### src/rtl/pwrr_pkg.sv
// ----------------------------------------------------------------------------
// pwrr_pkg
// Shared constants, codes and controller/datapath interface types of the
// priority-weighted round-robin scheduler.
// ----------------------------------------------------------------------------
package pwrr_pkg;

   localparam int NUM_SLOTS  = 16;
   localparam int SLOT_W     = (NUM_SLOTS > 1) ? $clog2(NUM_SLOTS) : 1;
   localparam int ID_W       = 4;
   localparam int PRIO_W     = 4;
   localparam int QUANT_W    = 8;
   localparam int TICK_W     = 12;
   localparam int PRIO_LIMIT = 10;

   localparam logic [TICK_W-1:0]  TICK_MAX    = {TICK_W{1'b1}};
   localparam logic [QUANT_W-1:0] QUANT_RESET = QUANT_W'(1);

   typedef enum logic [2:0] {
      OP_TICK     = 3'd0,
      OP_ADD      = 3'd1,
      OP_EXIT     = 3'd2,
      OP_BLOCK    = 3'd3,
      OP_UNBLOCK  = 3'd4,
      OP_YIELD    = 3'd5,
      OP_SET_PRIO = 3'd6,
      OP_QUERY    = 3'd7
   } op_type;

   typedef enum logic [1:0] {
      ST_UNUSED  = 2'd0,
      ST_READY   = 2'd1,
      ST_BLOCKED = 2'd2,
      ST_EXITED  = 2'd3
   } status_type;

   typedef enum logic [3:0] {
      S_IDLE,
      S_DECODE,
      S_WR_OP,
      S_RD_SLOT,
      S_SLOT_EVAL,
      S_RD_RUN,
      S_RUN_EVAL,
      S_SEARCH,
      S_RD_OUT,
      S_OUT
   } state_type;

   typedef enum logic [1:0] {
      AS_SLOT,
      AS_RUN,
      AS_CAND
   } addr_sel_type;

   typedef enum logic [1:0] {
      TS_ZERO,
      TS_QUANT,
      TS_INC
   } tick_sel_type;

   typedef struct packed {
      logic         load_req;
      addr_sel_type addr_sel;
      logic         wr_status;
      status_type   status_val;
      logic         wr_prio;
      logic         wr_tick;
      tick_sel_type tick_sel;
      logic         search_init;
      logic         search_step;
      logic         take_cand;
      logic         set_none;
      logic         set_rej;
      logic         load_rsp;
   } cmd_type;

   typedef struct packed {
      op_type op;
      logic   slot_ok;
      logic   prio_ok;
      logic   need_search;
      logic   cand_ready;
      logic   search_last;
      logic   rsp_free;
   } stat_type;

endpackage

### src/rtl/pwrr_ctrl.sv
// ----------------------------------------------------------------------------
// pwrr_ctrl
// Sequencer of the scheduler: decodes each event and steps the datapath
// through table reads, writes and the round-robin search.
// ----------------------------------------------------------------------------
module pwrr_ctrl
   import pwrr_pkg::*;
(
   input  logic     clock,
   input  logic     reset,
   input  logic     req_valid,
   output logic     req_stall,
   input  stat_type stat,
   output cmd_type  cmd
);

   state_type state_ff;
   state_type state_in;

   always_ff @(posedge clock) begin
      if (reset) begin
         state_ff <= S_IDLE;
      end else begin
         state_ff <= state_in;
      end
   end

   always_comb begin
      state_in        = state_ff;
      req_stall       = 1'b1;
      cmd             = '0;
      cmd.addr_sel    = AS_SLOT;
      cmd.status_val  = ST_UNUSED;
      cmd.tick_sel    = TS_ZERO;
      unique case (state_ff)
         S_IDLE: begin
            req_stall = 1'b0;
            if (req_valid) begin
               cmd.load_req = 1'b1;
               state_in     = S_DECODE;
            end
         end
         S_DECODE: begin
            unique case (stat.op)
               OP_TICK: begin
                  state_in = S_RD_RUN;
               end
               OP_ADD, OP_EXIT, OP_BLOCK, OP_UNBLOCK: begin
                  state_in = stat.slot_ok ? S_WR_OP : S_RD_OUT;
               end
               OP_YIELD: begin
                  state_in = stat.slot_ok ? S_RD_SLOT : S_RD_RUN;
               end
               OP_SET_PRIO: begin
                  if (stat.slot_ok) begin
                     state_in = S_RD_SLOT;
                  end else begin
                     cmd.set_rej = 1'b1;
                     state_in    = S_RD_OUT;
                  end
               end
               OP_QUERY: begin
                  state_in = S_RD_OUT;
               end
               default: begin
                  state_in = S_RD_OUT;
               end
            endcase
         end
         S_WR_OP: begin
            cmd.wr_status = 1'b1;
            unique case (stat.op)
               OP_ADD: begin
                  cmd.status_val = ST_READY;
                  cmd.wr_prio    = 1'b1;
                  cmd.wr_tick    = 1'b1;
                  cmd.tick_sel   = TS_ZERO;
               end
               OP_EXIT:    cmd.status_val = ST_EXITED;
               OP_BLOCK:   cmd.status_val = ST_BLOCKED;
               OP_UNBLOCK: cmd.status_val = ST_READY;
               default: begin
                  cmd.wr_status = 1'b0;
               end
            endcase
            state_in = S_RD_OUT;
         end
         S_RD_SLOT: begin
            state_in = S_SLOT_EVAL;
         end
         S_SLOT_EVAL: begin
            if (stat.op == OP_YIELD) begin
               cmd.wr_tick  = 1'b1;
               cmd.tick_sel = TS_QUANT;
               state_in     = S_RD_RUN;
            end else begin
               if (stat.prio_ok) begin
                  cmd.wr_prio = 1'b1;
               end else begin
                  cmd.set_rej = 1'b1;
               end
               state_in = S_RD_OUT;
            end
         end
         S_RD_RUN: begin
            cmd.addr_sel = AS_RUN;
            state_in     = S_RUN_EVAL;
         end
         S_RUN_EVAL: begin
            cmd.addr_sel = AS_RUN;
            if (stat.need_search) begin
               cmd.search_init = 1'b1;
               state_in        = S_SEARCH;
            end else begin
               cmd.wr_tick  = 1'b1;
               cmd.tick_sel = TS_INC;
               state_in     = S_RD_OUT;
            end
         end
         S_SEARCH: begin
            cmd.addr_sel = AS_CAND;
            priority if (stat.cand_ready) begin
               cmd.wr_tick   = 1'b1;
               cmd.tick_sel  = TS_ZERO;
               cmd.take_cand = 1'b1;
               state_in      = S_RD_OUT;
            end else if (stat.search_last) begin
               cmd.set_none = 1'b1;
               state_in     = S_RD_OUT;
            end else begin
               cmd.search_step = 1'b1;
            end
         end
         S_RD_OUT: begin
            state_in = S_OUT;
         end
         S_OUT: begin
            if (stat.rsp_free) begin
               cmd.load_rsp = 1'b1;
               state_in     = S_IDLE;
            end
         end
         default: begin
            state_in = S_IDLE;
         end
      endcase
   end

   a_accept_leaves_idle: assert property (@(posedge clock) disable iff (reset)
      (state_ff == S_IDLE && req_valid) |=> (state_ff == S_DECODE))
      else $error("accepted transaction did not start decoding");

   a_rsp_only_when_free: assert property (@(posedge clock) disable iff (reset)
      cmd.load_rsp |-> (stat.rsp_free && state_ff == S_OUT))
      else $error("result loaded while output register busy");

   a_search_ends: assert property (@(posedge clock) disable iff (reset)
      (state_ff == S_SEARCH && stat.search_last) |=> (state_ff == S_RD_OUT))
      else $error("search ran past the last candidate");

   a_single_tick_write: assert property (@(posedge clock) disable iff (reset)
      cmd.take_cand |-> (cmd.wr_tick && cmd.tick_sel == TS_ZERO && !cmd.set_none))
      else $error("switch without clearing the new slot count");

endmodule

### src/rtl/pwrr_datapath.sv
// ----------------------------------------------------------------------------
// pwrr_datapath
// Slot tables, ready vector, running slot, search candidate, quantum
// register and the result register of the scheduler.
// ----------------------------------------------------------------------------
module pwrr_datapath
   import pwrr_pkg::*;
(
   input  logic               clock,
   input  logic               reset,
   input  logic               csr_write_enable,
   input  logic [QUANT_W-1:0] csr_write_data,
   input  logic [2:0]         req_type,
   input  logic [3:0]         req_slot_id,
   input  logic [PRIO_W-1:0]  req_new_priority,
   output logic               rsp_valid,
   input  logic               rsp_stall,
   output logic [ID_W-1:0]    rsp_running_id,
   output logic               rsp_switched,
   output logic               rsp_none_ready,
   output logic               rsp_rejected,
   output logic [1:0]         rsp_slot_state,
   output logic [PRIO_W-1:0]  rsp_slot_priority,
   input  cmd_type            cmd,
   output stat_type           stat
);

   op_type              op_ff;
   logic [3:0]          slot_ff;
   logic [PRIO_W-1:0]   prio_ff;
   logic [QUANT_W-1:0]  quantum_ff;
   logic [SLOT_W-1:0]   run_ff;
   logic [SLOT_W-1:0]   cand_ff;
   logic [SLOT_W-1:0]   cnt_ff;
   logic                sw_ff;
   logic                none_ff;
   logic                rej_ff;
   logic [NUM_SLOTS-1:0] ready_ff;
   logic [NUM_SLOTS-1:0] st_wr_ff;
   logic [NUM_SLOTS-1:0] pr_wr_ff;
   logic [NUM_SLOTS-1:0] tk_wr_ff;

   status_type          status_mem [NUM_SLOTS];
   logic [PRIO_W-1:0]   prio_mem   [NUM_SLOTS];
   logic [TICK_W-1:0]   tick_mem   [NUM_SLOTS];

   status_type          st_rd_ff;
   logic [PRIO_W-1:0]   pr_rd_ff;
   logic [TICK_W-1:0]   tk_rd_ff;
   logic                st_vld_ff;
   logic                pr_vld_ff;
   logic                tk_vld_ff;
   logic [SLOT_W-1:0]   rd_addr_ff;

   logic                rsp_valid_ff;
   logic [ID_W-1:0]     rsp_running_ff;
   logic                rsp_sw_ff;
   logic                rsp_none_ff;
   logic                rsp_rej_ff;
   logic [1:0]          rsp_state_ff;
   logic [PRIO_W-1:0]   rsp_prio_ff;

   logic [SLOT_W-1:0]   slot_addr;
   logic [SLOT_W-1:0]   addr;
   logic                slot_ok;
   status_type          rd_status;
   logic [PRIO_W-1:0]   rd_prio;
   logic [TICK_W-1:0]   rd_tick;
   logic [TICK_W-1:0]   quantum;
   logic [TICK_W-1:0]   tick_inc;
   logic [TICK_W-1:0]   tick_wr;
   logic [SLOT_W-1:0]   run_next;
   logic [SLOT_W-1:0]   cand_next;
   logic                rsp_free;

   function automatic logic [SLOT_W-1:0] next_slot(input logic [SLOT_W-1:0] s);
      logic [SLOT_W-1:0] r;
      if (s == SLOT_W'(NUM_SLOTS - 1)) begin
         r = '0;
      end else begin
         r = s + SLOT_W'(1);
      end
      return r;
   endfunction

   assign slot_addr = SLOT_W'(slot_ff);
   assign slot_ok   = (32'(slot_ff) < 32'(NUM_SLOTS));
   assign run_next  = next_slot(run_ff);
   assign cand_next = next_slot(cand_ff);

   always_comb begin
      unique case (cmd.addr_sel)
         AS_SLOT: addr = slot_addr;
         AS_RUN:  addr = run_ff;
         AS_CAND: addr = cand_ff;
         default: addr = slot_addr;
      endcase
   end

   assign rd_status = st_vld_ff ? st_rd_ff :
                      ((rd_addr_ff == '0) ? ST_READY : ST_UNUSED);
   assign rd_prio   = pr_vld_ff ? pr_rd_ff :
                      ((rd_addr_ff == '0) ? PRIO_W'(1) : '0);
   assign rd_tick   = tk_vld_ff ? tk_rd_ff : '0;

   assign quantum  = TICK_W'(TICK_W'(quantum_ff) * TICK_W'(rd_prio));
   assign tick_inc = (rd_tick == TICK_MAX) ? rd_tick : rd_tick + TICK_W'(1);

   always_comb begin
      unique case (cmd.tick_sel)
         TS_ZERO:  tick_wr = '0;
         TS_QUANT: tick_wr = quantum;
         TS_INC:   tick_wr = tick_inc;
         default:  tick_wr = '0;
      endcase
   end

   always_ff @(posedge clock) begin
      if (cmd.wr_status) begin
         status_mem[addr] <= cmd.status_val;
      end
      if (cmd.wr_prio) begin
         prio_mem[addr] <= prio_ff;
      end
      if (cmd.wr_tick) begin
         tick_mem[addr] <= tick_wr;
      end
      st_rd_ff   <= status_mem[addr];
      pr_rd_ff   <= prio_mem[addr];
      tk_rd_ff   <= tick_mem[addr];
      st_vld_ff  <= st_wr_ff[addr];
      pr_vld_ff  <= pr_wr_ff[addr];
      tk_vld_ff  <= tk_wr_ff[addr];
      rd_addr_ff <= addr;
   end

   always_ff @(posedge clock) begin
      if (cmd.load_req) begin
         op_ff   <= op_type'(req_type);
         slot_ff <= req_slot_id;
         prio_ff <= req_new_priority;
      end
      if (cmd.search_init) begin
         cand_ff <= run_next;
      end else if (cmd.search_step) begin
         cand_ff <= cand_next;
      end
      if (cmd.search_init) begin
         cnt_ff <= '0;
      end else if (cmd.search_step) begin
         cnt_ff <= cnt_ff + SLOT_W'(1);
      end
      if (cmd.load_rsp) begin
         rsp_running_ff <= ID_W'(run_ff);
         rsp_sw_ff      <= sw_ff;
         rsp_none_ff    <= none_ff;
         rsp_rej_ff     <= rej_ff;
         rsp_state_ff   <= slot_ok ? rd_status : ST_UNUSED;
         rsp_prio_ff    <= slot_ok ? rd_prio : '0;
      end
   end

   always_ff @(posedge clock) begin
      if (reset) begin
         quantum_ff   <= QUANT_RESET;
         run_ff       <= '0;
         sw_ff        <= 1'b0;
         none_ff      <= 1'b0;
         rej_ff       <= 1'b0;
         ready_ff     <= NUM_SLOTS'(1);
         st_wr_ff     <= '0;
         pr_wr_ff     <= '0;
         tk_wr_ff     <= '0;
         rsp_valid_ff <= 1'b0;
      end else begin
         if (csr_write_enable) begin
            quantum_ff <= csr_write_data;
         end
         if (cmd.take_cand) begin
            run_ff <= cand_ff;
         end
         if (cmd.load_req) begin
            sw_ff   <= 1'b0;
            none_ff <= 1'b0;
            rej_ff  <= 1'b0;
         end else begin
            if (cmd.take_cand) begin
               sw_ff <= 1'b1;
            end
            if (cmd.set_none) begin
               none_ff <= 1'b1;
            end
            if (cmd.set_rej) begin
               rej_ff <= 1'b1;
            end
         end
         if (cmd.wr_status) begin
            ready_ff[addr] <= (cmd.status_val == ST_READY);
            st_wr_ff[addr] <= 1'b1;
         end
         if (cmd.wr_prio) begin
            pr_wr_ff[addr] <= 1'b1;
         end
         if (cmd.wr_tick) begin
            tk_wr_ff[addr] <= 1'b1;
         end
         if (cmd.load_rsp) begin
            rsp_valid_ff <= 1'b1;
         end else if (!rsp_stall) begin
            rsp_valid_ff <= 1'b0;
         end
      end
   end

   assign rsp_free = !rsp_valid_ff || !rsp_stall;

   always_comb begin
      stat.op          = op_ff;
      stat.slot_ok     = slot_ok;
      stat.prio_ok     = (rd_status == ST_READY || rd_status == ST_BLOCKED) &&
                         (prio_ff != '0) && (prio_ff < PRIO_W'(PRIO_LIMIT));
      stat.need_search = !ready_ff[run_ff] || (rd_tick >= quantum);
      stat.cand_ready  = ready_ff[cand_ff];
      stat.search_last = (cnt_ff == SLOT_W'(NUM_SLOTS - 1));
      stat.rsp_free    = rsp_free;
   end

   assign rsp_valid         = rsp_valid_ff;
   assign rsp_running_id    = rsp_running_ff;
   assign rsp_switched      = rsp_sw_ff;
   assign rsp_none_ready    = rsp_none_ff;
   assign rsp_rejected      = rsp_rej_ff;
   assign rsp_slot_state    = rsp_state_ff;
   assign rsp_slot_priority = rsp_prio_ff;

endmodule

### src/rtl/priority_weighted_round_robin_sched_top.sv
// Per event: add/exit/block/unblock write the slot table; set priority reads the slot,
// then writes or rejects the priority; tick reads the running slot and, if needed,
// searches up to NUM_SLOTS slots, one slot a cycle in the search state; yield first
// sets its slot's tick count to the quantum. The sequencer takes one event at a time;
// the next is accepted in the cycle after the result is loaded, even under rsp_stall.
// Reset is synchronous: slot 0 ready with priority 1, quantum_ticks 1, no clearing pass.
// ----------------------------------------------------------------------------
// priority_weighted_round_robin_sched_top
// Priority-weighted round-robin task scheduler: sequencer plus slot-table
// datapath, one result transaction per event transaction.
// ----------------------------------------------------------------------------
module priority_weighted_round_robin_sched_top
   import pwrr_pkg::*;
(
   input  logic               clock,
   input  logic               reset,
   input  logic               csr_write_enable,
   input  logic [QUANT_W-1:0] csr_write_data,
   input  logic               req_valid,
   output logic               req_stall,
   input  logic [2:0]         req_type,
   input  logic [3:0]         req_slot_id,
   input  logic [PRIO_W-1:0]  req_new_priority,
   output logic               rsp_valid,
   input  logic               rsp_stall,
   output logic [ID_W-1:0]    rsp_running_id,
   output logic               rsp_switched,
   output logic               rsp_none_ready,
   output logic               rsp_rejected,
   output logic [1:0]         rsp_slot_state,
   output logic [PRIO_W-1:0]  rsp_slot_priority
);

   cmd_type  cmd;
   stat_type stat;

   pwrr_ctrl u_ctrl (
      .clock     (clock),
      .reset     (reset),
      .req_valid (req_valid),
      .req_stall (req_stall),
      .stat      (stat),
      .cmd       (cmd)
   );

   pwrr_datapath u_datapath (
      .clock             (clock),
      .reset             (reset),
      .csr_write_enable  (csr_write_enable),
      .csr_write_data    (csr_write_data),
      .req_type          (req_type),
      .req_slot_id       (req_slot_id),
      .req_new_priority  (req_new_priority),
      .rsp_valid         (rsp_valid),
      .rsp_stall         (rsp_stall),
      .rsp_running_id    (rsp_running_id),
      .rsp_switched      (rsp_switched),
      .rsp_none_ready    (rsp_none_ready),
      .rsp_rejected      (rsp_rejected),
      .rsp_slot_state    (rsp_slot_state),
      .rsp_slot_priority (rsp_slot_priority),
      .cmd               (cmd),
      .stat              (stat)
   );

endmodule
### config.mk
export PLATFORM = sky130hd
export DESIGN_NAME = priority_weighted_round_robin_sched_top
export DESIGN_NICKNAME = d
export VERILOG_FILES = /design/src/rtl/pwrr_pkg.sv /design/src/rtl/pwrr_ctrl.sv /design/src/rtl/pwrr_datapath.sv /design/src/rtl/priority_weighted_round_robin_sched_top.sv
export SDC_FILE = /design/constraint.sdc
export NUM_CORES = 1
export LEC_CHECK = 0
export BUFFER_PORTS_ARGS = -buffer_cell sky130_fd_sc_hd__buf_4
export CORE_ASPECT_RATIO = 0.7
export CORE_MARGIN = 2
export CORE_UTILIZATION = 65
export CTS_CLUSTER_DIAMETER = 200
export DETAILED_ROUTE_END_ITERATION = 10
export PLACE_DENSITY = 0.83
export SLEW_MARGIN = 20
export SYNTH_ARGS = -nofsm -noshare
export SYNTH_HDL_FRONTEND = slang
export SYNTH_SLANG_ARGS = --single-unit
### constraint.sdc
create_clock -name clock -period 11.75 [get_ports clock]
set_clock_uncertainty 0.15 [all_clocks]
set_input_delay 1.175 -clock clock [delete_from_list [all_inputs] [get_ports clock]]
set_output_delay 1.175 -clock clock [all_outputs]
set_load 0.05 [all_outputs]
==> results of run 1 <==
layout by cell type (no fill, tap or decap), types with 39 or more instances in the layout:
| master | n |
|---|---|
| sky130_fd_sc_hd__edfxtp_1 | 316 |
| sky130_fd_sc_hd__buf_4 | 54 |
| sky130_fd_sc_hd__o21ai_0 | 39 |
| sky130_fd_sc_hd__a21oi_1 | 40 |
| sky130_fd_sc_hd__dfxtp_1 | 113 |
| sky130_fd_sc_hd__nand2_1 | 80 |
| sky130_fd_sc_hd__mux4_2 | 89 |
| sky130_fd_sc_hd__clkbuf_16 | 41 |
| sky130_fd_sc_hd__o21a_1 | 40 |
| sky130_fd_sc_hd__nor2_1 | 100 |
| sky130_fd_sc_hd__a22oi_1 | 46 |
cells by family (layout without fill, tap and decap cells):
| logic type | Yosys count | after routing |
|---|---|---|
| AOI/OAI and AO/OA | 223 | 223 |
| xor gates and xnor gates | 23 | 23 |
| adders and majority gates | 48 | 48 |
| buffers and inverters | 115 | 168 |
| DFF | 429 | 429 |
| muxes | 112 | 112 |
| other | 0 | 1 |
| and+or+nand+nor | 336 | 336 |
critical path, stage by stage (launching register included):
cell	delay [ps]
sky130_fd_sc_hd__dfxtp_1	690
sky130_fd_sc_hd__and2_1	230
sky130_fd_sc_hd__nand2_1	80
sky130_fd_sc_hd__fa_1	530
sky130_fd_sc_hd__inv_1	60
sky130_fd_sc_hd__fa_1	500
sky130_fd_sc_hd__ha_1	300
sky130_fd_sc_hd__a21o_1	190
sky130_fd_sc_hd__a211oi_1	370
sky130_fd_sc_hd__nor2_1	120
sky130_fd_sc_hd__o31ai_1	260
sky130_fd_sc_hd__xor2_1	270
sky130_fd_sc_hd__ha_1	290
sky130_fd_sc_hd__nand3_1	90
sky130_fd_sc_hd__nand2_1	80
sky130_fd_sc_hd__o41ai_2	550
sky130_fd_sc_hd__nand3_1	710
sky130_fd_sc_hd__ha_1	570
sky130_fd_sc_hd__nand2b_1	430
sky130_fd_sc_hd__a41o_1	350
sky130_fd_sc_hd__o22ai_1	820
layout make-up:
cell class / count / area share, %
clock buffers: 55 / 5.48
clock inverters: 18 / 1.08
inverters: 41 / 0.760
repair buffers: 54 / 1.99
flip-flops and latches: 429 / 57.6
diodes: 1 / 0.0123
multi-input cells: 742 / 30.8
well taps: 371 / 2.27
cell usage after synthesis, types with 4 or more instances:
master / count / share of area (%)
sky130_fd_sc_hd__edfxtp_1: 316 / 51
sky130_fd_sc_hd__nor2_1: 118 / 2.4
sky130_fd_sc_hd__dfxtp_1: 113 / 12
sky130_fd_sc_hd__mux4_2: 89 / 11
sky130_fd_sc_hd__nand2_1: 80 / 1.6
sky130_fd_sc_hd__a22oi_1: 46 / 1.9
sky130_fd_sc_hd__clkbuf_1: 42 / 0.85
sky130_fd_sc_hd__o21a_1: 41 / 1.7
sky130_fd_sc_hd__a21oi_1: 40 / 1.1
sky130_fd_sc_hd__o21ai_0: 39 / 1.1
sky130_fd_sc_hd__inv_1: 38 / 0.77
sky130_fd_sc_hd__ha_1: 36 / 2.4
sky130_fd_sc_hd__nand3_1: 36 / 0.98
sky130_fd_sc_hd__and3_1: 26 / 0.88
sky130_fd_sc_hd__nor3_1: 20 / 0.54
sky130_fd_sc_hd__buf_2: 19 / 0.52
sky130_fd_sc_hd__mux2i_1: 17 / 0.92
sky130_fd_sc_hd__a211oi_1: 16 / 0.65
sky130_fd_sc_hd__and2_1: 16 / 0.54
sky130_fd_sc_hd__xor2_1: 14 / 0.66
sky130_fd_sc_hd__fa_1: 12 / 1.3
sky130_fd_sc_hd__o22ai_1: 10 / 0.34
sky130_fd_sc_hd__xnor2_1: 9 / 0.43
sky130_fd_sc_hd__a31oi_1: 8 / 0.27
sky130_fd_sc_hd__nand2b_1: 8 / 0.27
sky130_fd_sc_hd__buf_1: 7 / 0.14
sky130_fd_sc_hd__nand4_1: 7 / 0.24
sky130_fd_sc_hd__a21o_1: 6 / 0.24
sky130_fd_sc_hd__nor4_1: 6 / 0.20
sky130_fd_sc_hd__buf_4: 4 / 0.16
sky130_fd_sc_hd__mux2_4: 4 / 0.33
sky130_fd_sc_hd__nor2b_1: 4 / 0.14
sky130_fd_sc_hd__or3_1: 4 / 0.14
stage by stage:
stage	setup WS [ps]	instances
3_5_place_dp	4050	1637
3_3_place_gp	4210	1637
4_1_cts	3980	1710
6_report	3740	1711
5_1_grt	3290	1710
2_1_floorplan	5330	1286
power groups by stage:
stage	Sequential, mW	Combinational, mW	Clock [mW]
after CTS	1.74	0.539	1.33
after floorplan	1.76	0.370	0
after global placement	1.77	0.524	0
final	1.74	0.549	1.32
after global routing	1.75	0.584	1.39
after detailed placement	1.77	0.536	0
worst paths after layout:
path,end,slack [ps]
max,u_datapath.tick_mem[9][7],3740
min,u_datapath.rsp_none_ready,290
max reg2reg,u_datapath.tick_mem[9][7],3740
min reg2reg,u_datapath.rsp_none_ready,290
routing by layer:
metal	GRT usage [%]	wire length [um]	up-vias
met3	8.83	5160	98
li1	-	-	4959
met4	10.0	1280	0
met2	42.7	19100	694
met1	44.6	17800	5636
met5	0	0	-
flip-flops by register name (all words and copies together), names as in the netlist, 8 cells and up:
register / count
u_datapath.tick_mem: 192
u_datapath.prio_mem: 64
u_datapath.status_mem: 32
u_datapath.pr_wr_ff: 16
u_datapath.ready_ff: 16
u_datapath.st_wr_ff: 16
u_datapath.tk_wr_ff: 16
u_datapath.tk_rd_ff: 12
u_datapath.quantum_ff: 8
==> results.md, run 1 <==
- Outcome: finished clean
- Root Buffer Master: sky130_fd_sc_hd__clkbuf_16
- Total half-perimeter wirelength after legalization and detailed placement: 27800 um
- Setup_tns: 0 ps
- Sequential cell area fraction in the yosys report: 63.7%
- R2r worst-path depth: 20
- Total clock buffers created by CTS: 40
- Flip-flop and latch count after synthesis: 429
- Starting utilization of the core area: about two thirds
- Clock group share of total power: 36.6%
- Average via count per standard cell: 6.66
- YS warnings: 0
- Min-Delay Path Depth: 0
- Int Power: 2.63 mW
- Die Area: between 0.02 and 0.03 mm^2
- Vertical die dimension: 145 um
- Cells resized by post-CTS repair: 0
- LEAKAGE: 6.57 nW
- Slew headroom: between 20% and 30%
- Relative contribution of combinational cells to total power: approximately 15%
- Wire length of the first global-routing pass: 65600 um
- Crit. Startpoint: u_datapath.pr_vld_ff
- Final setup violation count: 0
- CP required: approximately 12000 ps
- Finished layout cell area: a little over 0.02 mm^2
- Actual slew at the worst max-slew pin: 1150 ps
- Final count of pins violating max slew: 0
- Number of rows created at floorplan: about 50
- Share of total power in sequential cells: between 40% and 50%
- Number of buffers added to fix hold violations after cts: 0
- Multiplexer share of the synthesized area: 12.3%
- Post-synthesis cell area: roughly 0.018 mm^2
- Final WL: 43400 um
- Max Clk Rate: 0.125 GHz
- Number of antenna violations at the first check in global routing: 0
- Wire per inst: 25.3 um
- Critical Path Start Type: flop
- Combinational family with the most area after synthesis: multiplexers
- Synthesized-area fraction occupied by ao, oa, aoi and oai cells: roughly 8%
- Clock Sinks: 429
- Residual overflow from global routing: 0
- Power per cell area: 177 mW/mm^2
- Total of buffers placed on input and output ports: 38
- Count of final hold-check violations: 0
- H-tree Lvls: 2
- Die span in x: 205 um
- Worst reg2reg path startpoint: u_datapath.pr_vld_ff
- Number of distinct library cells after synthesis: 57
- Endpoint kind of the worst setup timing path: flop
- Simple-gate portion of the synthesized area: 8.42%
- Routability congestion estimate from global placement: 0.923
- Clk Latency, worst-skew pair: 570 ps
- Post-Synth Adder-Cell Area: between 3 and 4%
- Post-synth net total: 1358
- Post-Synth XOR/XNOR Area: ~1.1%
- Via count of the first global-routing pass: roughly 11000
- Worst hold path class: reg2reg
- TritonCTS clock tree: done
- Count of flip-flops with a built-in enable after synthesis: 316
- Power consumption: around 3.6 mW
- Max Cap Viol: 0
- Crit path arrival time: 8060 ps
- Maximum number of pins on one net before global-route repair: 65
- Clock Pin Slew Worst Setup and Hold Paths: 60 ps
- Post-layout nets: 1380
- Buffers inserted during post-CTS setup optimization: 0
- Placeable Area: ~0.028 mm^2
- Main synth FF type: sky130_fd_sc_hd__edfxtp_1
- IO Pins: 39
- Via count: 11387
- Ys async rst share: 0%
- RSZ-0062 raised after global routing: false
- Area after detailed placement: 0.0190 mm^2
- Residual DRC: 0
- Final worst hold slack: slightly below 300 ps
- Switching power: 0.981 mW
- Syn avg cell area: 14.3 um^2
- Final core occ: between 70% and 80%
- Post-Syn Instances: 1286
- Sequential cell area: about 0.012 mm^2
- Clk buf depth: 3
- Clock period minus final worst setup slack: 8010 ps
- Router iterations before antenna repair: 6
- Final period util: between 60 and 70%
- Switching fraction of total power: 27.1%
- Aggregate global-route resource usage: 29.9%
- Area Overhead vs Synth: 10.6%
- IR drop worst, VDD: 156 uV
- Multi-input logic area: between 0.006 and 0.007 mm^2
- Share of final-layout standard cells stronger than drive strength 1: 18.1%
- Kind of critical path: reg2reg
- Critical Path Fanout Max: 26
- Iter 0 DRT Violations: 1356
- # fillers: 1644
- HP Start: u_datapath.none_ff
- Remaining antenna violation count after routing: 0
(Power assumes the default switching activity.)
==> run 2, diff against run 1 <==
- CORE_UTILIZATION: 65 -> 56
- PLACE_DENSITY: 0.83 -> 0.76
- clock period: 11.75 -> 6.9 ns (I/O delays scaled with it)
==> run 2 against run 1 <==
  * Global-route usage is 4.0 points lower
  * Setup slack worse by 3300 ps
  * Via count hardly changed
  * Count of clock-buffer cells in the layout is 1 higher
  * Maximum frequency is 24% higher
  * Combinational power is 75% higher
  * Critical endpoint is now u_datapath.tick_mem[6][6]
==> results.md, run 2 (same netlist as run 1, synthesis figures left out) <==
- Via count of the first global-routing pass: 11222 (was 11142)
- Area after detailed placement: 0.0193 mm^2 (was 0.0190 mm^2)
- Multi-input logic area: 0.00632 mm^2 (was 0.00629 mm^2)
- Slew headroom: 36.1% (was 23.1%)
- Worst path slowest cell: sky130_fd_sc_hd__o22ai_2 (was sky130_fd_sc_hd__o22ai_1)
- IR drop worst, VDD: 358 uV (was 156 uV)
- Count of final hold-check violations: 0 (unchanged)
- Cells resized by post-CTS repair: 0 (unchanged)
- Share of final-layout standard cells stronger than drive strength 1: 18.9% (was 18.1%)
- Clock group share of total power: 37.2% (was 36.6%)
- Switching fraction of total power: 27.3% (was 27.1%)
- Worst hold path class: in2reg (was reg2reg)
- Most repeated library cell on the critical path: sky130_fd_sc_hd__ha_1 (unchanged)
- Buffers inserted during post-CTS setup optimization: 0 (unchanged)
- Switching power: 1.70 mW (was 0.981 mW)
- Finished layout cell area: 0.0207 mm^2 (was 0.0204 mm^2)
- Via count: 11383 (was 11387)
- Residual DRC: 0 (unchanged)
- Inserted Diodes: 0 (was 1)
- Max Clk Rate: 0.154 GHz (was 0.125 GHz)
- Final count of pins violating max slew: 0 (unchanged)
- LEAKAGE: 6.71 nW (was 6.57 nW)
- Crit path setup slack, layout: 422 ps (was 3740 ps)
- Residual overflow from global routing: 0 (unchanged)
- Top Family by Delay on Critical Path: compound AO/OA/AOI/OAI gates (unchanged)
- Number of antenna violations at the first check in global routing: 0 (unchanged)
- Setup_tns: 0 ps (unchanged)
- Outcome: finished clean (unchanged)
- RSZ-0062 raised after global routing: false (unchanged)
- # fillers: 2336 (was 1644)
- Placeable Area: 0.0323 mm^2 (was 0.0279 mm^2)
- Root Buffer Master: sky130_fd_sc_hd__clkbuf_16 (unchanged)
- H-tree Lvls: 2 (unchanged)
- Power per cell area: 300 mW/mm^2 (was 177 mW/mm^2)
- Max Cap Viol: 0 (unchanged)
- Most frequent cells in the layout: sky130_fd_sc_hd__edfxtp_1 (316), sky130_fd_sc_hd__nor2_1 (114), sky130_fd_sc_hd__dfxtp_1 (113) (was sky130_fd_sc_hd__edfxtp_1 (316), sky130_fd_sc_hd__dfxtp_1 (113), sky130_fd_sc_hd__nor2_1 (100))
- Aggregate global-route resource usage: 25.9% (was 29.9%)
- Final WL: 43900 um (was 43400 um)
- Number of buffers added to fix hold violations after cts: 0 (unchanged)
- Die span in x: 221 um (was 205 um)
- Area Overhead vs Synth: 12.2% (was 10.6%)
- Sequential cell area: 0.0118 mm^2 (unchanged)
- Routability congestion estimate from global placement: 0.907 (was 0.923)
- Post-layout nets: 1400 (was 1380)
- Relative contribution of combinational cells to total power: 15.5% (was 15.2%)
- Slowest stage delay, CP: 690 ps (was 820 ps)
- Die Area: 0.0344 mm^2 (was 0.0298 mm^2)
- Clock period minus final worst setup slack: 6480 ps (was 8010 ps)
- Share of total power in sequential cells: 47.4% (was 48.2%)
- Final setup violation count: 0 (unchanged)
- Kind of critical path: reg2reg (unchanged)
- Total clock buffers created by CTS: 40 (unchanged)
- Final worst hold slack: 152 ps (was 289 ps)
- Iter 0 DRT Violations: 1343 (was 1356)
- Router iterations before antenna repair: 5 (was 6)
- Clock Sinks: 429 (unchanged)
- Sequence of cells on the critical path: and2_1, nand2_1, fa_1, inv_1, fa_1, ha_1, a21o_1, a211oi_1, nor2_1, o31ai_1, xor2_1, ha_1, nand3_1, nand2_1, o41ai_2, nand3_1, buf_4, inv_1, ha_1, nand2b_1, o22ai_2 (was and2_1, nand2_1, fa_1, inv_1, fa_1, ha_1, a21o_1, a211oi_1, nor2_1, o31ai_1, xor2_1, ha_1, nand3_1, nand2_1, o41ai_2, nand3_1, ha_1, nand2b_1, a41o_1, o22ai_1)
- IO Pins: 39 (unchanged)
- Clk Latency, worst-skew pair: 560 ps (was 570 ps)
- Clk buf depth: 3 (unchanged)
- Sum of buffers and inverters on the critical path: 3 (was 1)
- Vertical die dimension: 156 um (was 145 um)
- Clock Pin Slew Worst Setup and Hold Paths: 60 ps (about the same)
- Actual slew at the worst max-slew pin: 950 ps (was 1150 ps)
- Registers with the most flip-flops: u_datapath.tick_mem: 192 flops, u_datapath.prio_mem: 64 flops, u_datapath.status_mem: 32 flops (unchanged)
- Final period util: 93.9% (was 68.2%)
- Starting utilization of the core area: 57.0% (was 66.2%)
- Remaining antenna violation count after routing: 0 (unchanged)
- Critical Path Start Type: flop (unchanged)
- Wire per inst: 24.5 um (was 25.3 um)
- Crit path arrival time: 6590 ps (was 8060 ps)
- TritonCTS clock tree: done (unchanged)
- Wire length of the first global-routing pass: 67300 um (was 65600 um)
- Flip-flop count of the largest register, all copies and words added: 192 (unchanged)
- Number of rows created at floorplan: 55 (was 51)
- Critical Path Fanout Max: 18 (was 26)
- Total half-perimeter wirelength after legalization and detailed placement: 28000 um (was 27800 um)
- Worst setup slack after placement: 306 ps (was 4050 ps)
- CP required: 7010 ps (was 11800 ps)
- Int Power: 4.52 mW (was 2.63 mW)
- Endpoint kind of the worst setup timing path: flop (unchanged)
- Total of buffers placed on input and output ports: 38 (unchanged)
- Maximum number of pins on one net before global-route repair: 61 (was 65)
- Register ranked first by flip-flop count: u_datapath.tick_mem (unchanged)
- Average via count per standard cell: 6.37 (was 6.66)
- Most common cell after layout, fill and taps aside: sky130_fd_sc_hd__edfxtp_1 (unchanged)
run 2: cell count changes in the layout (fill, tap and decap cells not counted), sizes merged:
| cell | delta |
|---|---|
| diode | -1 |
| clkbuf | +1 |
| clkinvlp | -1 |
| buf | +20 |
| inv | +1 |
run 2: path summary, 6_finish.rpt:
check / slack, ps / to / startpoint / depth (start not counted)
hold / removal: 150 / u_datapath.slot_addr[3] / req_slot_id[3] / 1
setup reg to reg: 420 / u_datapath.tick_mem[6][6] / u_datapath.pr_rd_ff[2] / 21
setup / recovery: 420 / u_datapath.tick_mem[6][6] / u_datapath.pr_rd_ff[2] / 21
hold reg to reg: 300 / u_datapath.rsp_rejected / u_datapath.rej_ff / 0
run 2: per-stage QoR:
step,util [%],instances,power [mW]
after floorplan,-,1286,3.62
after global placement,59.5,1713,3.93
after detailed placement,59.6,1713,3.95
after CTS,63.9,1787,6.23
after global routing,64.0,1787,6.42
final,64.0,1787,6.22
run 2: layer usage:
layer / track usage, % / vias up / share of wire, % / wire length [um]
met2: 37.1 / 596 / 43 / 18900
li1: - / 4998 / - / -
met1: 38.4 / 5714 / 43 / 19000
met3: 8.19 / 73 / 12 / 5110
met4: 7.09 / 2 / 2.0 / 868
met5: 0.842 / - / 0.073 / 32
run 2: power groups by stage:
| stage | clock network (mW) | registers (mW) | logic [mW] |
|---|---|---|---|
| final | 2.31 | 2.95 | 0.962 |
| after global routing | 2.43 | 2.96 | 1.03 |
| after CTS | 2.33 | 2.95 | 0.950 |
| after detailed placement | 0 | 3.00 | 0.948 |
| after global placement | 0 | 2.99 | 0.936 |
| after floorplan | 0 | 3.00 | 0.630 |
run 2: layout make-up:
cell class	count	area share, %
Clock buffer	56	5.61
Clock inverter	18	1.09
Inverter	41	0.749
Multi-Input combinational cell	742	30.5
Sequential cell	429	56.8
Tap cell	427	2.58
Timing Repair Buffer	74	2.68
==> run 3, diff against run 2 <==
- CORE_UTILIZATION: 56 -> 59
- CTS_BUF_LIST: not set -> sky130_fd_sc_hd__clkbuf_8
- CTS_CLUSTER_DIAMETER: 200 -> 60
- PLACE_DENSITY: 0.76 -> 0.8
==> run 3 against run 2 <==
  * Flip-flop and latch count unchanged
  * Global-route usage increased by 0.33 points
  * Die area decreased by 5.0%
  * Cell area decreased by 1.2%
  * Setup slack got worse by 82 ps
  * First-iteration DRC count increased by 5.1%
==> results.md, run 3 (same netlist as run 1, synthesis figures left out) <==
- Outcome: finished clean (unchanged)
- Routability congestion estimate from global placement: 0.947 (was 0.907)
- Crit path arrival time: 6740 ps (was 6590 ps)
- Residual overflow from global routing: 0 (unchanged)
- Vertical die dimension: 152 um (was 156 um)
- Buffers inserted during post-CTS setup optimization: 0 (unchanged)
- Number of buffers added to fix hold violations after cts: 0 (unchanged)
- Inserted Diodes: 0 (unchanged)
- Length of routed met3 wiring: 4170 um (was 5110 um)
- Clock period minus final worst setup slack: 6560 ps (was 6480 ps)
- Min-Delay Path Depth: 1 (unchanged)
- Iter 0 DRT Violations: 1412 (was 1343)
- Post-layout nets: 1416 (was 1400)
- Max Cap Viol: 0 (unchanged)
- Most common cell after layout, fill and taps aside: sky130_fd_sc_hd__edfxtp_1 (unchanged)
- Kind of critical path: reg2reg (unchanged)
- Residual DRC: 0 (unchanged)
- Registers with the most flip-flops: u_datapath.tick_mem: 192 flops, u_datapath.prio_mem: 64 flops, u_datapath.status_mem: 32 flops (unchanged)
- Share of final-layout standard cells stronger than drive strength 1: 19.5% (was 18.9%)
- Critical Path Fanout Max: 18 (unchanged)
- Worst Hold End: u_datapath.prio_ff[2] (was u_datapath.slot_addr[3])
- Switching power: 1.62 mW (was 1.70 mW)
- Most frequent cells in the layout: sky130_fd_sc_hd__edfxtp_1 (316), sky130_fd_sc_hd__nor2_1 (114), sky130_fd_sc_hd__dfxtp_1 (113) (unchanged)
- Wire per inst: 23.3 um (was 24.5 um)
- Aggregate global-route resource usage: 26.3% (was 25.9%)
- Sequence of cells on the critical path: or4_1, o21ai_1, and2_1, fa_1, ha_1, a21o_1, a211oi_1, nor2_1, o31ai_1, xor2_1, ha_1, nand3_1, nand2_1, o41ai_2, nand3_1, buf_4, inv_1, ha_1, nand2b_2, a41o_1, o22ai_2 (was and2_1, nand2_1, fa_1, inv_1, fa_1, ha_1, a21o_1, a211oi_1, nor2_1, o31ai_1, xor2_1, ha_1, nand3_1, nand2_1, o41ai_2, nand3_1, buf_4, inv_1, ha_1, nand2b_1, o22ai_2)
- Slowest stage delay, CP: 630 ps (was 690 ps)
- Endpoint kind of the worst setup timing path: flop (unchanged)
- CP required: 7080 ps (was 7010 ps)
- Final count of pins violating max slew: 0 (unchanged)
- Cells resized by post-CTS repair: 0 (unchanged)
- Top Family by Delay on Critical Path: compound AO/OA/AOI/OAI gates (unchanged)
- Die span in x: 215 um (was 221 um)
- Placeable Area: 0.0309 mm^2 (was 0.0323 mm^2)
- Root Buffer Master: sky130_fd_sc_hd__clkbuf_8 (was sky130_fd_sc_hd__clkbuf_16)
- Relative contribution of combinational cells to total power: 15.9% (was 15.5%)
- Number of antenna violations at the first check in global routing: 0 (unchanged)
- Final setup violation count: 0 (unchanged)
- TritonCTS clock tree: done (unchanged)
- Critical Path Start Type: flop (unchanged)
- Crit path setup slack, layout: 339 ps (was 422 ps)
- Worst setup slack after placement: 110 ps (was 306 ps)
- Total half-perimeter wirelength after legalization and detailed placement: 26700 um (was 28000 um)
- Number of placed cells counting well taps: 1703 (was 1713)
- Remaining antenna violation count after routing: 0 (unchanged)
- Slew headroom: 15.5% (was 36.1%)
- H-tree Lvls: 2 (unchanged)
- Register ranked first by flip-flop count: u_datapath.tick_mem (unchanged)
- Detailed-route wire length on metal 1: 17700 um (was 19000 um)
- Power consumption: 5.74 mW (was 6.22 mW)
- Crit. Startpoint: u_datapath.rd_addr_ff[1] (was u_datapath.pr_rd_ff[2])
- Power per cell area: 281 mW/mm^2 (was 300 mW/mm^2)
- Average via count per standard cell: 6.27 (was 6.37)
- Maximum number of pins on one net before global-route repair: 54 (was 61)
- Switching fraction of total power: 28.3% (was 27.3%)
- Router iterations before antenna repair: 6 (was 5)
- Worst path slowest cell: sky130_fd_sc_hd__or4_1 (was sky130_fd_sc_hd__o22ai_2)
- Count of final hold-check violations: 0 (unchanged)
- Via count: 11368 (was 11383)
- Worst hold path class: in2reg (unchanged)
- Share of total power in sequential cells: 51.6% (was 47.4%)
- Sum of buffers and inverters on the critical path: 2 (was 3)
- IO Pins: 39 (unchanged)
- Total clock buffers created by CTS: 58 (was 40)
- Int Power: 4.12 mW (was 4.52 mW)
- Clock group share of total power: 32.5% (was 37.2%)
- Met2 wire length: 18800 um (was 18900 um)
- Setup_tns: 0 ps (unchanged)
- Worst reg-to-reg setup slack: 340 ps (was 420 ps)
- Number of rows created at floorplan: 54 (was 55)
- Final period util: 95.1% (was 93.9%)
- Total of buffers placed on input and output ports: 38 (unchanged)
- Flip-flop count of the largest register, all copies and words added: 192 (unchanged)
- Fin cells: 1812 (was 1787)
- Wire length of the first global-routing pass: 65000 um (was 67300 um)
- Actual slew at the worst max-slew pin: 1240 ps (was 950 ps)
- Highest routed metal layer: met4 (was met5)
- Clock Sinks: 429 (unchanged)
- Starting utilization of the core area: 59.6% (was 57.0%)
- Via count of the first global-routing pass: 11097 (was 11222)
- Most repeated library cell on the critical path: sky130_fd_sc_hd__ha_1 (unchanged)
- LEAKAGE: 6.68 nW (was 6.71 nW)
- Final WL: 42200 um (was 43900 um)
- IR drop worst, VDD: 225 uV (was 358 uV)
- R2r worst-path depth: 21 (unchanged)
- Worst reg2reg path startpoint: u_datapath.rd_addr_ff[1] (was u_datapath.pr_rd_ff[2])
- Worst flop-to-flop path endpoint: u_datapath.tick_mem[9][11] (was u_datapath.tick_mem[6][6])
- Max Clk Rate: 0.152 GHz (was 0.154 GHz)
- Clk Latency, worst-skew pair: 640 ps (was 560 ps)
- Clk buf depth: 3 (unchanged)
- Clock Pin Slew Worst Setup and Hold Paths: 70 ps (was 60 ps)
- Die Area: 0.0327 mm^2 (was 0.0344 mm^2)
- Area Overhead vs Synth: 10.8% (was 12.2%)
- HP Start: req_new_priority[2] (was req_slot_id[3])
- RSZ-0062 raised after global routing: false (unchanged)
run 3: cell count changes in the layout (fill, tap and decap cells not counted), moves of 3 or more:
cell | previous run | this run
sky130_fd_sc_hd__clkinv_1 | 2 | 6
sky130_fd_sc_hd__buf_4 | 74 | 70
sky130_fd_sc_hd__clkbuf_1 | 6 | 0
sky130_fd_sc_hd__clkbuf_16 | 40 | 0
sky130_fd_sc_hd__clkinv_2 | 9 | 6
sky130_fd_sc_hd__bufinv_16 | 4 | 0
sky130_fd_sc_hd__inv_1 | 38 | 61
sky130_fd_sc_hd__o22ai_1 | 5 | 2
sky130_fd_sc_hd__clkbuf_8 | 10 | 71
run 3: worst max-delay path by stage:
stage,end,slack (ps),cells after the start
floorplan,u_datapath.tick_mem[0][3],480,20
global placement,u_datapath.tick_mem[6][11],530,21
detailed placement,u_datapath.tick_mem[4][11],110,21
CTS,u_datapath.tick_mem[10][11],60,21
global route,u_datapath.tick_mem[11][11],40,22
finish,u_datapath.tick_mem[9][11],340,21
run 3: metrics by stage:
stage / instance area, um^2 / hold WS, ps / utilization [%]
6_report: 20400 / 80.6 / 66.1
5_1_grt: 20400 / 63.3 / 66.1
4_1_cts: 20400 / 59.6 / 65.8
3_5_place_dp: 19200 / 272 / 62.2
3_3_place_gp: 19200 / 268 / 62.2
2_1_floorplan: 18500 / 259 / -
run 3: cell type report:
type                            count  area, um^2
Inverter                           41         155
Tap cell                          420         526
Multi-Input combinational cell    742        6320
Clock buffer                       71         977
Clock inverter                     37         163
Sequential cell                   429       11800
Fill cell                        2166       10500
Timing Repair Buffer               72         553
run 3: layer usage:
metal  vias to the layer above  global-route usage [%]
met1                      5616                    39.3
met4                         0                    10.5
met2                       608                    38.2
met3                        98                    5.41
li1                       5046                       -
met5                         -                       0
run 3: power by group through the flow:
stage          Combinational, mW  Sequential (mW)  Clock (mW)
2_1_floorplan              0.630             3.00           0
3_3_place_gp               0.893             3.01           0
3_5_place_dp               0.906             3.01           0
4_1_cts                    0.909             2.96        1.88
5_1_grt                    0.971             2.97        2.00
6_report                   0.914             2.96        1.86
